### src/hw/rtl/b64d_pkg.sv
// ----------------------------------------------------------------------------
// b64d_pkg
// Shared types, constants and the symbol lookup for the base64 stream decoder.
// ----------------------------------------------------------------------------
package b64d_pkg;

  localparam int unsigned CharW   = 8;
  localparam int unsigned SymW    = 6;
  localparam int unsigned AccW    = 3 * SymW;
  localparam int unsigned WordW   = 4 * SymW;
  localparam int unsigned ByteW   = 8;

  // Characters at or below KeepLow and at or above KeepHigh are dropped.
  localparam logic [CharW-1:0] KeepLow  = 8'd42;
  localparam logic [CharW-1:0] KeepHigh = 8'd123;
  localparam logic [CharW-1:0] PadChar  = 8'd61;

  localparam logic [CharW-1:0] CharUpA  = 8'd65;
  localparam logic [CharW-1:0] CharUpZ  = 8'd90;
  localparam logic [CharW-1:0] CharLoA  = 8'd97;
  localparam logic [CharW-1:0] CharLoZ  = 8'd122;
  localparam logic [CharW-1:0] CharD0   = 8'd48;
  localparam logic [CharW-1:0] CharD9   = 8'd57;
  localparam logic [CharW-1:0] CharPlus = 8'd43;
  localparam logic [CharW-1:0] CharSlash = 8'd47;

  localparam logic [SymW-1:0] ValPlus  = 6'd62;
  localparam logic [SymW-1:0] ValSlash = 6'd63;

  // Symbol count within a quantum; the fourth symbol closes it.
  localparam logic [1:0] CountLast = 2'd3;

  // Byte position within an emitted quantum.
  localparam logic [1:0] ByteFirst  = 2'd0;
  localparam logic [1:0] ByteMiddle = 2'd1;
  localparam logic [1:0] ByteLast   = 2'd2;

  typedef struct packed {
    logic [SymW-1:0] val;
    logic            bad;
  } sym_t;

  typedef struct packed {
    logic [WordW-1:0] word;
    logic             bad;
  } quantum_t;

  function automatic logic char_kept(input logic [CharW-1:0] c);
    return (c > KeepLow) && (c < KeepHigh);
  endfunction

  function automatic sym_t sym_decode(input logic [CharW-1:0] c);
    sym_t s;
    s.val = '0;
    s.bad = 1'b0;
    priority if (c >= CharUpA && c <= CharUpZ) begin
      s.val = SymW'(c - CharUpA);
    end else if (c >= CharLoA && c <= CharLoZ) begin
      s.val = SymW'(c - CharLoA + 8'd26);
    end else if (c >= CharD0 && c <= CharD9) begin
      s.val = SymW'(c - CharD0 + 8'd52);
    end else if (c == CharPlus) begin
      s.val = ValPlus;
    end else if (c == CharSlash) begin
      s.val = ValSlash;
    end else if (c == PadChar) begin
      s.val = '0;
    end else begin
      s.bad = 1'b1;
    end
    return s;
  endfunction

endpackage

### src/hw/rtl/b64d_accum.sv
// ----------------------------------------------------------------------------
// b64d_accum
// Input register and symbol accumulator; hands a finished quantum onward.
// ----------------------------------------------------------------------------
module b64d_accum import b64d_pkg::*; (
  input  logic             clk,
  input  logic             rst,
  input  logic             in_valid,
  output logic             in_stall,
  input  logic [CharW-1:0] char_in,
  output logic             push,
  output quantum_t         quantum,
  input  logic             ser_ready
);

  logic             cv;
  logic [CharW-1:0] char_r;
  logic [1:0]       count;
  logic [AccW-1:0]  acc;
  logic             qerr;

  logic             kept;
  sym_t             sym;
  logic             closing;
  logic             blocked;
  logic             fire;
  logic             accept;

  always_comb begin
    kept    = char_kept(char_r);
    sym     = sym_decode(char_r);
    closing = kept && (count == CountLast);
    blocked = closing && !ser_ready;
    fire    = cv && !blocked;
    in_stall = cv && blocked;
    accept  = in_valid && !in_stall;
    push    = fire && closing;
    quantum.word = {acc, sym.val};
    quantum.bad  = qerr | sym.bad;
  end

  always_ff @(posedge clk) begin
    if (rst) begin
      cv    <= 1'b0;
      count <= '0;
      acc   <= '0;
      qerr  <= 1'b0;
    end else begin
      if (accept) begin
        cv <= 1'b1;
      end else if (fire) begin
        cv <= 1'b0;
      end
      if (fire && kept) begin
        if (closing) begin
          count <= '0;
          acc   <= '0;
          qerr  <= 1'b0;
        end else begin
          count <= count + 2'd1;
          acc   <= {acc[AccW-SymW-1:0], sym.val};
          qerr  <= qerr | sym.bad;
        end
      end
    end
  end

  always_ff @(posedge clk) begin
    if (accept) begin
      char_r <= char_in;
    end
  end

  a_push_has_room: assert property (@(posedge clk) disable iff (rst)
    push |-> ser_ready)
    else $error("quantum pushed while serializer is full");

  a_push_clears: assert property (@(posedge clk) disable iff (rst)
    push |=> (count == '0) && (acc == '0) && !qerr)
    else $error("accumulator not cleared after a quantum");

endmodule

### src/hw/rtl/b64d_serial.sv
// ----------------------------------------------------------------------------
// b64d_serial
// Result register that holds one quantum and sends it as three byte beats.
// ----------------------------------------------------------------------------
module b64d_serial import b64d_pkg::*; (
  input  logic             clk,
  input  logic             rst,
  input  logic             push,
  input  quantum_t         quantum,
  output logic             ready,
  output logic             out_valid,
  input  logic             out_stall,
  output logic [ByteW-1:0] out_byte,
  output logic             quantum_last,
  output logic             bad_symbol
);

  logic             valid;
  logic [1:0]       idx;
  logic [WordW-1:0] word;
  logic             bad;
  logic             take;

  always_comb begin
    take  = valid && !out_stall;
    ready = !valid || (take && (idx == ByteLast));
    out_valid    = valid;
    quantum_last = (idx == ByteLast);
    bad_symbol   = bad;
    unique case (idx)
      ByteFirst:  out_byte = word[WordW-1 -: ByteW];
      ByteMiddle: out_byte = word[WordW-ByteW-1 -: ByteW];
      default:    out_byte = word[ByteW-1:0];
    endcase
  end

  always_ff @(posedge clk) begin
    if (rst) begin
      valid <= 1'b0;
      idx   <= ByteFirst;
    end else if (push) begin
      valid <= 1'b1;
      idx   <= ByteFirst;
    end else if (take) begin
      if (idx == ByteLast) begin
        valid <= 1'b0;
        idx   <= ByteFirst;
      end else begin
        idx <= idx + 2'd1;
      end
    end
  end

  always_ff @(posedge clk) begin
    if (push) begin
      word <= quantum.word;
      bad  <= quantum.bad;
    end
  end

  a_idx_range: assert property (@(posedge clk) disable iff (rst)
    valid |-> (idx <= ByteLast))
    else $error("byte index out of range");

  a_last_drains: assert property (@(posedge clk) disable iff (rst)
    (take && (idx == ByteLast) && !push) |=> !valid)
    else $error("serializer still busy after its last beat");

endmodule

### src/hw/rtl/base64_stream_decoder_unit.sv
// ----------------------------------------------------------------------------
// base64_stream_decoder_unit
// Streaming base64 decoder: one character per beat in, three bytes per quantum.
// ----------------------------------------------------------------------------
// The block takes one character per cycle. Characters outside codes 43 to 122
// are dropped. Every fourth kept symbol closes a quantum. The closing beat is
// held in the input register, then the quantum is loaded into the output
// register once that is free. It leaves as three byte beats, most significant
// first, with quantum_last on the third. A quantum needs four input beats and
// emits only three, so without output stalls the output register drains
// before the next quantum is ready. Input therefore runs at one beat per cycle
// unless the output side stalls. Padding counts as zero. Any other kept
// non-alphabet character also counts as zero and raises bad_symbol on all three
// bytes of its quantum. A partial quantum stays held until more symbols arrive
// or reset.
module base64_stream_decoder_unit import b64d_pkg::*; (
  input  logic             clk,
  input  logic             rst,
  input  logic             in_valid,
  output logic             in_stall,
  input  logic [CharW-1:0] char_in,
  output logic             out_valid,
  input  logic             out_stall,
  output logic [ByteW-1:0] out_byte,
  output logic             quantum_last,
  output logic             bad_symbol
);

  logic     push;
  logic     ser_ready;
  quantum_t quantum;

  b64d_accum u_accum (
    .clk       (clk),
    .rst       (rst),
    .in_valid  (in_valid),
    .in_stall  (in_stall),
    .char_in   (char_in),
    .push      (push),
    .quantum   (quantum),
    .ser_ready (ser_ready)
  );

  b64d_serial u_serial (
    .clk          (clk),
    .rst          (rst),
    .push         (push),
    .quantum      (quantum),
    .ready        (ser_ready),
    .out_valid    (out_valid),
    .out_stall    (out_stall),
    .out_byte     (out_byte),
    .quantum_last (quantum_last),
    .bad_symbol   (bad_symbol)
  );

endmodule

### config.mk
export PLATFORM = sky130hd
export DESIGN_NAME = base64_stream_decoder_unit
export DESIGN_NICKNAME = d
export VERILOG_FILES = /design/src/hw/rtl/b64d_pkg.sv /design/src/hw/rtl/b64d_accum.sv /design/src/hw/rtl/b64d_serial.sv /design/src/hw/rtl/base64_stream_decoder_unit.sv
export SDC_FILE = /design/constraint.sdc
export NUM_CORES = 1
export LEC_CHECK = 0
export BUFFER_PORTS_ARGS = -buffer_cell sky130_fd_sc_hd__buf_2
export CAP_MARGIN = 20
export CORE_AREA = 2 2 71 73
export CTS_CLUSTER_SIZE = 8
export DETAILED_ROUTE_END_ITERATION = 10
export DIE_AREA = 0 0 73 75
export PLACE_DENSITY = 0.9
export SLEW_MARGIN = 20
export SYNTH_ARGS = -nofsm -noshare
export SYNTH_HDL_FRONTEND = slang
export SYNTH_HIERARCHICAL = 1
export SYNTH_SLANG_ARGS = --single-unit
export TNS_END_PERCENT = 100
### constraint.sdc
create_clock -name clk -period 3 [get_ports clk]
set_input_delay 0 -clock clk [delete_from_list [all_inputs] [get_ports clk]]
set_output_delay 0 -clock clk [all_outputs]
set_load 0.05 [all_outputs]
-- After elaboration in Yosys (flattened, before gate mapping)
Index checks and enable logic that the tools add are counted.
- bits in registers: 58
- bits of input ports: 12
- output and inout port bits: 12
- logic and storage cells: 77
- add/subtract/negate cells: 7
- order comparisons: 8
- equal/unequal tests: 6
- mux-type cells: 21
- bitwise gates (word level): 1
- reductions and logical operators: 25
- operator list (kind ; number):
    $mux W6 ; 5
    $eq A8 B6 Y1 const B ; 3
    $mux W18 ; 1
    $ge A8 B7 Y1 const B ; 2
    $le A8 B7 Y1 const B ; 2
    $pmux W8 S2 ; 1
    $logic_and A1 B1 Y1 ; 13
    $mux W1 ; 12
    $sub A6 B6 Y6 const B ; 2
    $ge A8 B6 Y1 const B ; 1
    $gt A8 B6 Y1 const B ; 1
    $le A8 B6 Y1 const B ; 1
    $lt A8 B7 Y1 const B ; 1
    $add A6 B5 Y6 const B ; 1
    $add A6 B6 Y6 const B ; 1
    $reduce_bool A2 Y1 ; 3
    $sub A6 B1 Y6 const B ; 1
    $logic_not A1 Y1 ; 5
    $add A2 B1 Y2 const B ; 2
    $eq A2 B2 Y1 const B ; 2
    $mux W2 ; 2
    $eq A2 B1 Y1 const B ; 1
    $logic_not A2 Y1 ; 1
    $reduce_and A2 Y1 ; 1
    3 further kinds ; 3

-- Longest topological paths before layout
Gate-level depths: netlist of the first run.
- depth in word-level cells: 11
- depth in mapped cells: 8
- mapped depth without buffers: 8

-- By module
Netlist of the first run, hierarchy kept.
- by module, submodules not included (module ; times used ; cells each ; area an instance (um^2) ; sequential area each (um^2)):
    b64d_accum ; 1 ; 162 ; 1605.3 ; 680.7
    b64d_serial ; 1 ; 67 ; 1116.1 ; 810.8

-- Worst setup path before layout of the first run
No wires, ideal clock.
- path kind: reg-to-reg
- start: register u_accum.char_r[2]
- end: register u_serial.bad, in the netlist u_serial/bad_symbol (enable)
- setup time: 389 ps
- arrival: 2250 ps
- required time: 2611 ps
- slack: 361 ps
- cell stages (with the launch flop): 7
- buffers on the path: 0
- clock period less this slack: 2639 ps
- cells stage by stage: edfxtp_1 -> inv_1 -> ha_1 -> a21o_1 -> a32o_1 -> nor3_1 -> and3_1
- longest elaborated chain between the ends: 7
- elaborated cells between the ends (all ways): 8
- those cells by class: order compare (2); reduce/logical (6)
- ends and longest elaborated chain (what ; RTL line ; text):
    start, declared ; b64d_accum.sv:17 ; logic [CharW-1:0] char_r;
    start signal, assigned ; b64d_accum.sv:70 ; char_r <= char_in;
    $gt A8 B6 Y1 / $lt A8 B7 Y1 (equally long branches) ; b64d_pkg.sv:49 ; return (c > KeepLow) && (c < KeepHigh);
    $logic_and A1 B1 Y1 * ; b64d_pkg.sv:49 ;
    $logic_and A1 B1 Y1 * ; b64d_accum.sv:32 ; closing = kept && (count == CountLast);
    $logic_and A1 B1 Y1 ; b64d_accum.sv:33 ; blocked = closing && !ser_ready;
    $logic_not A1 Y1 ; b64d_accum.sv:34 ; fire = cv && !blocked;
    $logic_and A1 B1 Y1 ; b64d_accum.sv:34 ;
    $logic_and A1 B1 Y1 * ; b64d_accum.sv:37 ; push = fire && closing;
    net push ; base64_stream_decoder_unit.sv:29 ; logic push;
    end signal, assigned ; b64d_serial.sv:57 ; bad <= quantum.bad;
    end, declared ; b64d_serial.sv:21 ; logic bad;
The timed path passes the listed nets; every way through them passes the cells marked *.
A chain may end at the register's enable or synchronous reset.

-- Worst setup path in the final report of the first run
- start: register u_accum.char_r[2]
- end: register u_serial.valid, in the netlist u_serial/out_valid
- longest elaborated chain between the ends: 9
- elaborated cells between the ends (all ways): 12
- those cells by class: order compare (2); mux (1); reduce/logical (9)
- ends and longest elaborated chain (what ; RTL line ; text):
    $gt A8 B6 Y1 / $lt A8 B7 Y1 (equally long branches) ; b64d_pkg.sv:49 ;
    $logic_and A1 B1 Y1 * ; b64d_pkg.sv:49 ;
    $logic_and A1 B1 Y1 * ; b64d_accum.sv:32 ;
    $logic_and A1 B1 Y1 ; b64d_accum.sv:33 ;
    $logic_not A1 Y1 ; b64d_accum.sv:34 ;
    $logic_and A1 B1 Y1 ; b64d_accum.sv:34 ;
    $logic_and A1 B1 Y1 * ; b64d_accum.sv:37 ;
    net push ; base64_stream_decoder_unit.sv:29 ;
    $reduce_bool A2 Y1 (no source line) ; n/a ;
    $reduce_and A2 Y1 (no source line) ; n/a ;
    end signal, assigned ; b64d_serial.sv:39 ; valid <= 1'b0;
    end signal, assigned ; b64d_serial.sv:42 ; valid <= 1'b1;
    end signal, assigned ; b64d_serial.sv:46 ; valid <= 1'b0;
    end, declared ; b64d_serial.sv:18 ; logic valid;
Marked as above.

==> results of run 1 <==
-- path summary, 6_finish.rpt --
path | end | slack (ps) | cells past startpoint
max | u_serial/out_valid | 500 | 9
min | u_accum/acc[17] | 60 | 2
max reg2reg | u_serial/out_valid | 500 | 9
min reg2reg | u_serial/word[18] | 430 | 0
-- flip-flops by register name (all words and copies together) (netlist names) --
name                 cells
u_serial/word           24
u_accum/acc             18
u_accum/char_r           8
u_accum/count            2
u_serial/idx             2
u_accum/cv               1
u_accum/qerr             1
u_serial/bad_symbol      1
u_serial/out_valid       1
-- stage by stage --
step,hold slack [ps],worst slack (ps)
floorplan,69.1,361
global route,71.0,305
detailed placement,178,547
global placement,176,621
CTS,46.6,521
finish,59.6,499
-- cells in the final DEF (no fill, tap or decap), types with 5 or more instances in the layout --
cell           count
a32o_1             5
mux2i_1           13
nand2b_1           8
a22oi_1           14
buf_2             23
o21ai_2            9
dlygate4sd3_1      9
clkbuf_8          10
dfxtp_1           25
nand2_1           15
buf_4              5
edfxtp_1          33
ha_1              10
inv_1              8
a21oi_1            6
nor2_1            21
nor2b_1            5
-- power breakdown --
part,switching (mW),internal (mW),total [mW]
Clock,0.299,0.576,0.875
Combinational,0.0728,0.0605,0.133
Sequential,0.0210,0.851,0.872
-- area by class of cell --
class,instances,area [um^2]
clock inverters,4,98.8
multi-input cells,151,1110
well taps,54,67.6
inverters,9,33.8
clock buffers,12,145
repair buffers,37,243
flip-flops and latches,58,1490
fillers,319,1480
-- metal layers --
layer | vias to the layer above | routed length, um
li1 | 928 | -
met1 | 914 | 2220
met2 | 79 | 2440
met3 | 10 | 371
met4 | 0 | 132
met5 | - | 0
-- cells by family (layout without fill, tap and decap cells) --
kind of cell	after synthesis	count (layout)	synth area share
AOI/OAI and AO/OA	54	54	0.158
xor gates and xnor gates	2	2	0.00644
DFF	58	58	0.548
and+or+nand+nor	71	71	0.143
adders and majority gates	10	10	0.0460
buffers and inverters	20	62	0.0455
muxes	14	14	0.0533
-- what timing repair did --
| item | 4_1_cts | 5_1_grt |
|---|---|---|
| gates resized for setup | 0 | 0 |
| hold buffers | 9 | 0 |
| buffers inserted | 0 | 0 |
| endpoints found under the hold margin | 9 | 0 |
==> results.toml, run 1 <==
[clocking]
path_clk_slew_ps = 70
cts_buffers = 9
cts_tree = "yes"
htreeDepth = 3
cts_root_buffer = "clkbuf_8"
clock_latency_ps = 340
cts_buffer_depth = 2
cts_sinks = 58

[layout]
drive_above_1_share = 0.221
diodes = 0
stdcell_area_um2 = 3190
final_cells = 325
area_delta_synth_final_pct = 17.1
fin_util = 0.683
nNetsFinal = 288

[global_routing]
grt_pass1_wl_um = 8420
grt_max_degree = 30
gr-usage-met3 = 0.0576
met1_usage = 0.268
grt_use_total = 0.211
gr-usage-met2 = 0.323
grt-busiest-layer = "met2"
grt_overflow = 0
grt_pass1_vias = 1782
antenna_found_initial = 0

[synthesis]
synthFlopType = "edfxtp_1"
syn_area_um2 = 2720
synth_top_area_frac = 0.364
yosys-top-cells-area = "edfxtp_1 (36%), dfxtp_1 (18%), mux2i_1 (4.8%)"
synth_edf_count = 33
synth.largest_area_cell = "edfxtp_1"
synth_cell_type_count = 50
async_reset_ff_frac = 0
synth_fp_nets = 251
yosysSeqAreaShare = 0.548
netlist_instances = 229
yosys-top-cells-count = "edfxtp_1 (33), dfxtp_1 (25), nor2_1 (21), nand2_1 (15), a22oi_1 (14)"
synth_area_per_cell_um2 = 11.9
synth.most_common_cell = "edfxtp_1"
synth.yosys.warnings = 6
synth-seq-cells = 58

[detailed_routing]
wl_per_cell_um = 15.9
dr.first_iter.drc_count = 192
firstDrtPassIters = 5
routed-via-count = 1931
wl_um = 5170
post-route-drc-count = 0
antenna_left = 0
avgViaCountPerCell = 5.94

[worst_setup_path]
cp_slowest_cell = "edfxtp_1"
worstSetupPathType = "reg2reg"
crit_path_cell_trace = "inv_1 > ha_1 > a21o_1 > nor4_1 > nor3_1 > and3_1 > buf_4 > inv_1 > a21oi_1"
cpPeakStageDelay_ps = 460
worstSetupStartpoint = "u_accum/char_r[2]"
crit_required_ps = 3210
cp-end-kind = "register"
worstReg2RegStart = "u_accum/char_r[2]"
crit_buf_inv = 3
crit_top_cell = "inv_1"
worst-path-max-fanout = 29
worst_setup_path_start_kind = "register"
critPathTopFamily = "simple AND/OR/NAND/NOR gates"
worstPathArrival_ps = 2710

[timing]
min_period_over_period = 0.834
slew_violations = 0
fin_tns_setup_ps = 0
relSlewSlack = 0.578
tightest_slew_ps = 617
fmax_ghz = 0.400
fin_skew_ps = 9.09
rsz0062_at_grt = "no"
final_hold_viol_count = 0
period_minus_slack_ps = 2500
setup_viol = 0

[floorplan]
core_um2 = 4660
initial_core_util = 0.584
dieHeight_um = 75
rows = 25
die_w_um = 73
die_area_um2 = 5480
num_io_pins = 24

[power]
p_leak_nw = 1.27
power_density_nw_per_um2 = 590
total_power_mw = 1.88
vdd_ir_drop_max_v = 0.000450

[job]
maxCapViolCount = 0

[hold_path]
hold_class = "in2reg"
hold_start = "rst"

[placed_design]
dp.cells = 300
dpl_cell_area_um2 = 2850
dp_hpwl_um = 3560
portBuffers = 23
place_congestion = 0.918

[status]
status = "finished, final reports clean"
(Power assumes the default switching activity.)
==> run 2, diff against run 1 <==
Settings changed: CORE_AREA 2 2 71 73 to 2 2 75 77, DIE_AREA 0 0 73 75 to 0 0 77 79, PLACE_DENSITY 0.9 to 0.86.
Clock period 3 ns to 2 ns, I/O delays scaled along.
==> results.toml, run 2 (synthesized netlist as in run 1, its figures left out) <==
[placed_design]
pre_cts_ws_ps = -102
dp_hpwl_um = 3880
place_congestion = 0.830
portBuffers = 23
dpl_cell_area_um2 = 3230
dp.cells = 351

[worst_setup_path]
worst-path-max-fanout = 6
cp_slowest_cell = "or4_4"
rrSetupSlack_ps = -80
worstReg2RegStart = "u_accum/char_r[3]"
crit_required_ps = 2230
worstPathArrival_ps = 2310
rr_worst_depth = 5
critical_path.endpoint = "u_accum/acc[3]"
worstSetupPathType = "reg2reg"
worst_setup_path_start_kind = "register"
rr_endpoint = "u_accum/acc[3]"
worstSetupStartpoint = "u_accum/char_r[3]"
crit_path_cell_trace = "ha_2 > a21o_1 > a32o_2 > or4_4 > a32o_1"
cpPeakStageDelay_ps = 580
cp-end-kind = "register"

[layout]
reg_top3 = "u_serial/word (24), u_accum/acc (18), u_accum/char_r (8)"
fin_util = 0.694
diodes = 0
mostFrequentLayoutCell = "buf_4"
seqCellArea_um2 = 1490
final_cells = 384
largest_register = "u_serial/word"
largest_reg_flops = 24
nFillCells = 371
nNetsFinal = 329
final_cell_mix = "buf_4 (36), edfxtp_1 (33), dfxtp_1 (25)"
area_delta_synth_final_pct = 36.0
multi_input_area_um2 = 1340
stdcell_area_um2 = 3700
drive_above_1_share = 0.442

[clocking]
htreeDepth = 3
clock_latency_ps = 340
cts_buffer_depth = 2
cts_tree = "yes"
cts_sinks = 58
cts_root_buffer = "clkbuf_8"
path_clk_slew_ps = 70
cts_buffers = 9

[power]
power_density_nw_per_um2 = 693
vdd_ir_drop_max_v = 0.000388
p_leak_nw = 1.45
total_power_mw = 2.57

[timing]
period_minus_slack_ps = 2080
layout_setup_ws_ps = -77.9
fmax_ghz = 0.481
fin_skew_ps = 12.3
slew_violations = 0
tightest_slew_ps = 461
setup_viol = 46
rsz0062_at_grt = "yes"
min_period_over_period = 1.04
relSlewSlack = 0.692
final_hold_viol_count = 0

[global_routing]
grt_pass1_wl_um = 9450
grt_use_total = 0.206
grt_overflow = 0
grt_pass1_vias = 2047
antenna_found_initial = 0
grt_max_degree = 20

[floorplan]
core_um2 = 5340
num_io_pins = 24
dieHeight_um = 79
rows = 27
die_w_um = 77
initial_core_util = 0.510
die_area_um2 = 6080

[detailed_routing]
antenna_left = 0
wl_per_cell_um = 16.2
post-route-drc-count = 0
routed-via-count = 2157
avgViaCountPerCell = 5.62
wl_um = 6240
dr.first_iter.drc_count = 141
firstDrtPassIters = 4

[status]
violations = "negative setup slack"
status = "complete, but fails checks"

[hold_path]
hold_class = "in2reg"

[job]
maxCapViolCount = 0
[run 2: cell count changes in the layout (fill, tap and decap cells not counted), moves of 4 or more]
cell	previous run	this run
buf_4	5	36
a22oi_1	14	1
a22oi_2	0	13
buf_6	0	6
ha_1	10	4
ha_4	0	4
inv_1	8	4
[run 2: timing repair]
action / 4_1_cts / 5_1_grt
hold buffers: 9 / 0
hold endpoints to repair: 9 / 0
gates cloned: 3 / 0
resized for setup: 13 / 22
buffers inserted: 3 / 2
setup endpoints to repair: 50 / 65
pin swaps: 16 / 14
[run 2: cell type report]
| cell class | count | share of cell area |
|---|---|---|
| clock buffers | 9 | 0.0335 |
| clock inverters | 7 | 0.0122 |
| inverters | 9 | 0.00980 |
| multi-input cells | 154 | 0.361 |
| flip-flops and latches | 58 | 0.403 |
| well taps | 72 | 0.0243 |
| repair buffers | 75 | 0.156 |
[run 2: routing by layer]
| metal | vias up | wire [um] | share of wire | track usage |
|---|---|---|---|---|
| met1 | 1028 | 2500 | 0.40 | 0.222 |
| met3 | 29 | 305 | 0.049 | 0.0489 |
| met5 | - | 0 | 0 | 0 |
| met4 | 0 | 259 | 0.042 | 0.138 |
| met2 | 83 | 3170 | 0.51 | 0.361 |
| li1 | 1017 | - | - | - |
[run 2: power by group]
part	leakage (nW)	internal [mW]	switching, mW
Sequential	0.528	1.28	0.0175
Combinational	0.839	0.171	0.175
Clock	0.0791	0.443	0.484
[run 2: how the worst min path moves through the flow]
stage	startpoint	end	cells after the start
floorplan	rst	u_serial/out_valid	1
global placement	char_in[0]	u_accum/char_r[0]	1
detailed placement	char_in[4]	u_accum/char_r[4]	1
CTS	out_stall	u_serial/idx[1]	4
global route	rst	u_serial/out_valid	3
finish	out_stall	u_serial/idx[0]	4
[run 2: stage by stage]
stage	setup TNS, ps	hold slack, ps
2_1_floorplan	-1800	69.1
3_3_place_gp	-664	177
3_5_place_dp	-2410	180
4_1_cts	-1070	73.2
5_1_grt	-7390	105
6_report	-2310	80.2
[run 2: worst max-delay path: cells and delay by family (launching register included)]
kind                     cells  cell delay (ps)
flip-flops                   1              470
adder cells (fa/ha/maj)      1              230
AND/OR/NAND/NOR              1              580
AO/OA/AOI/OAI                3              690
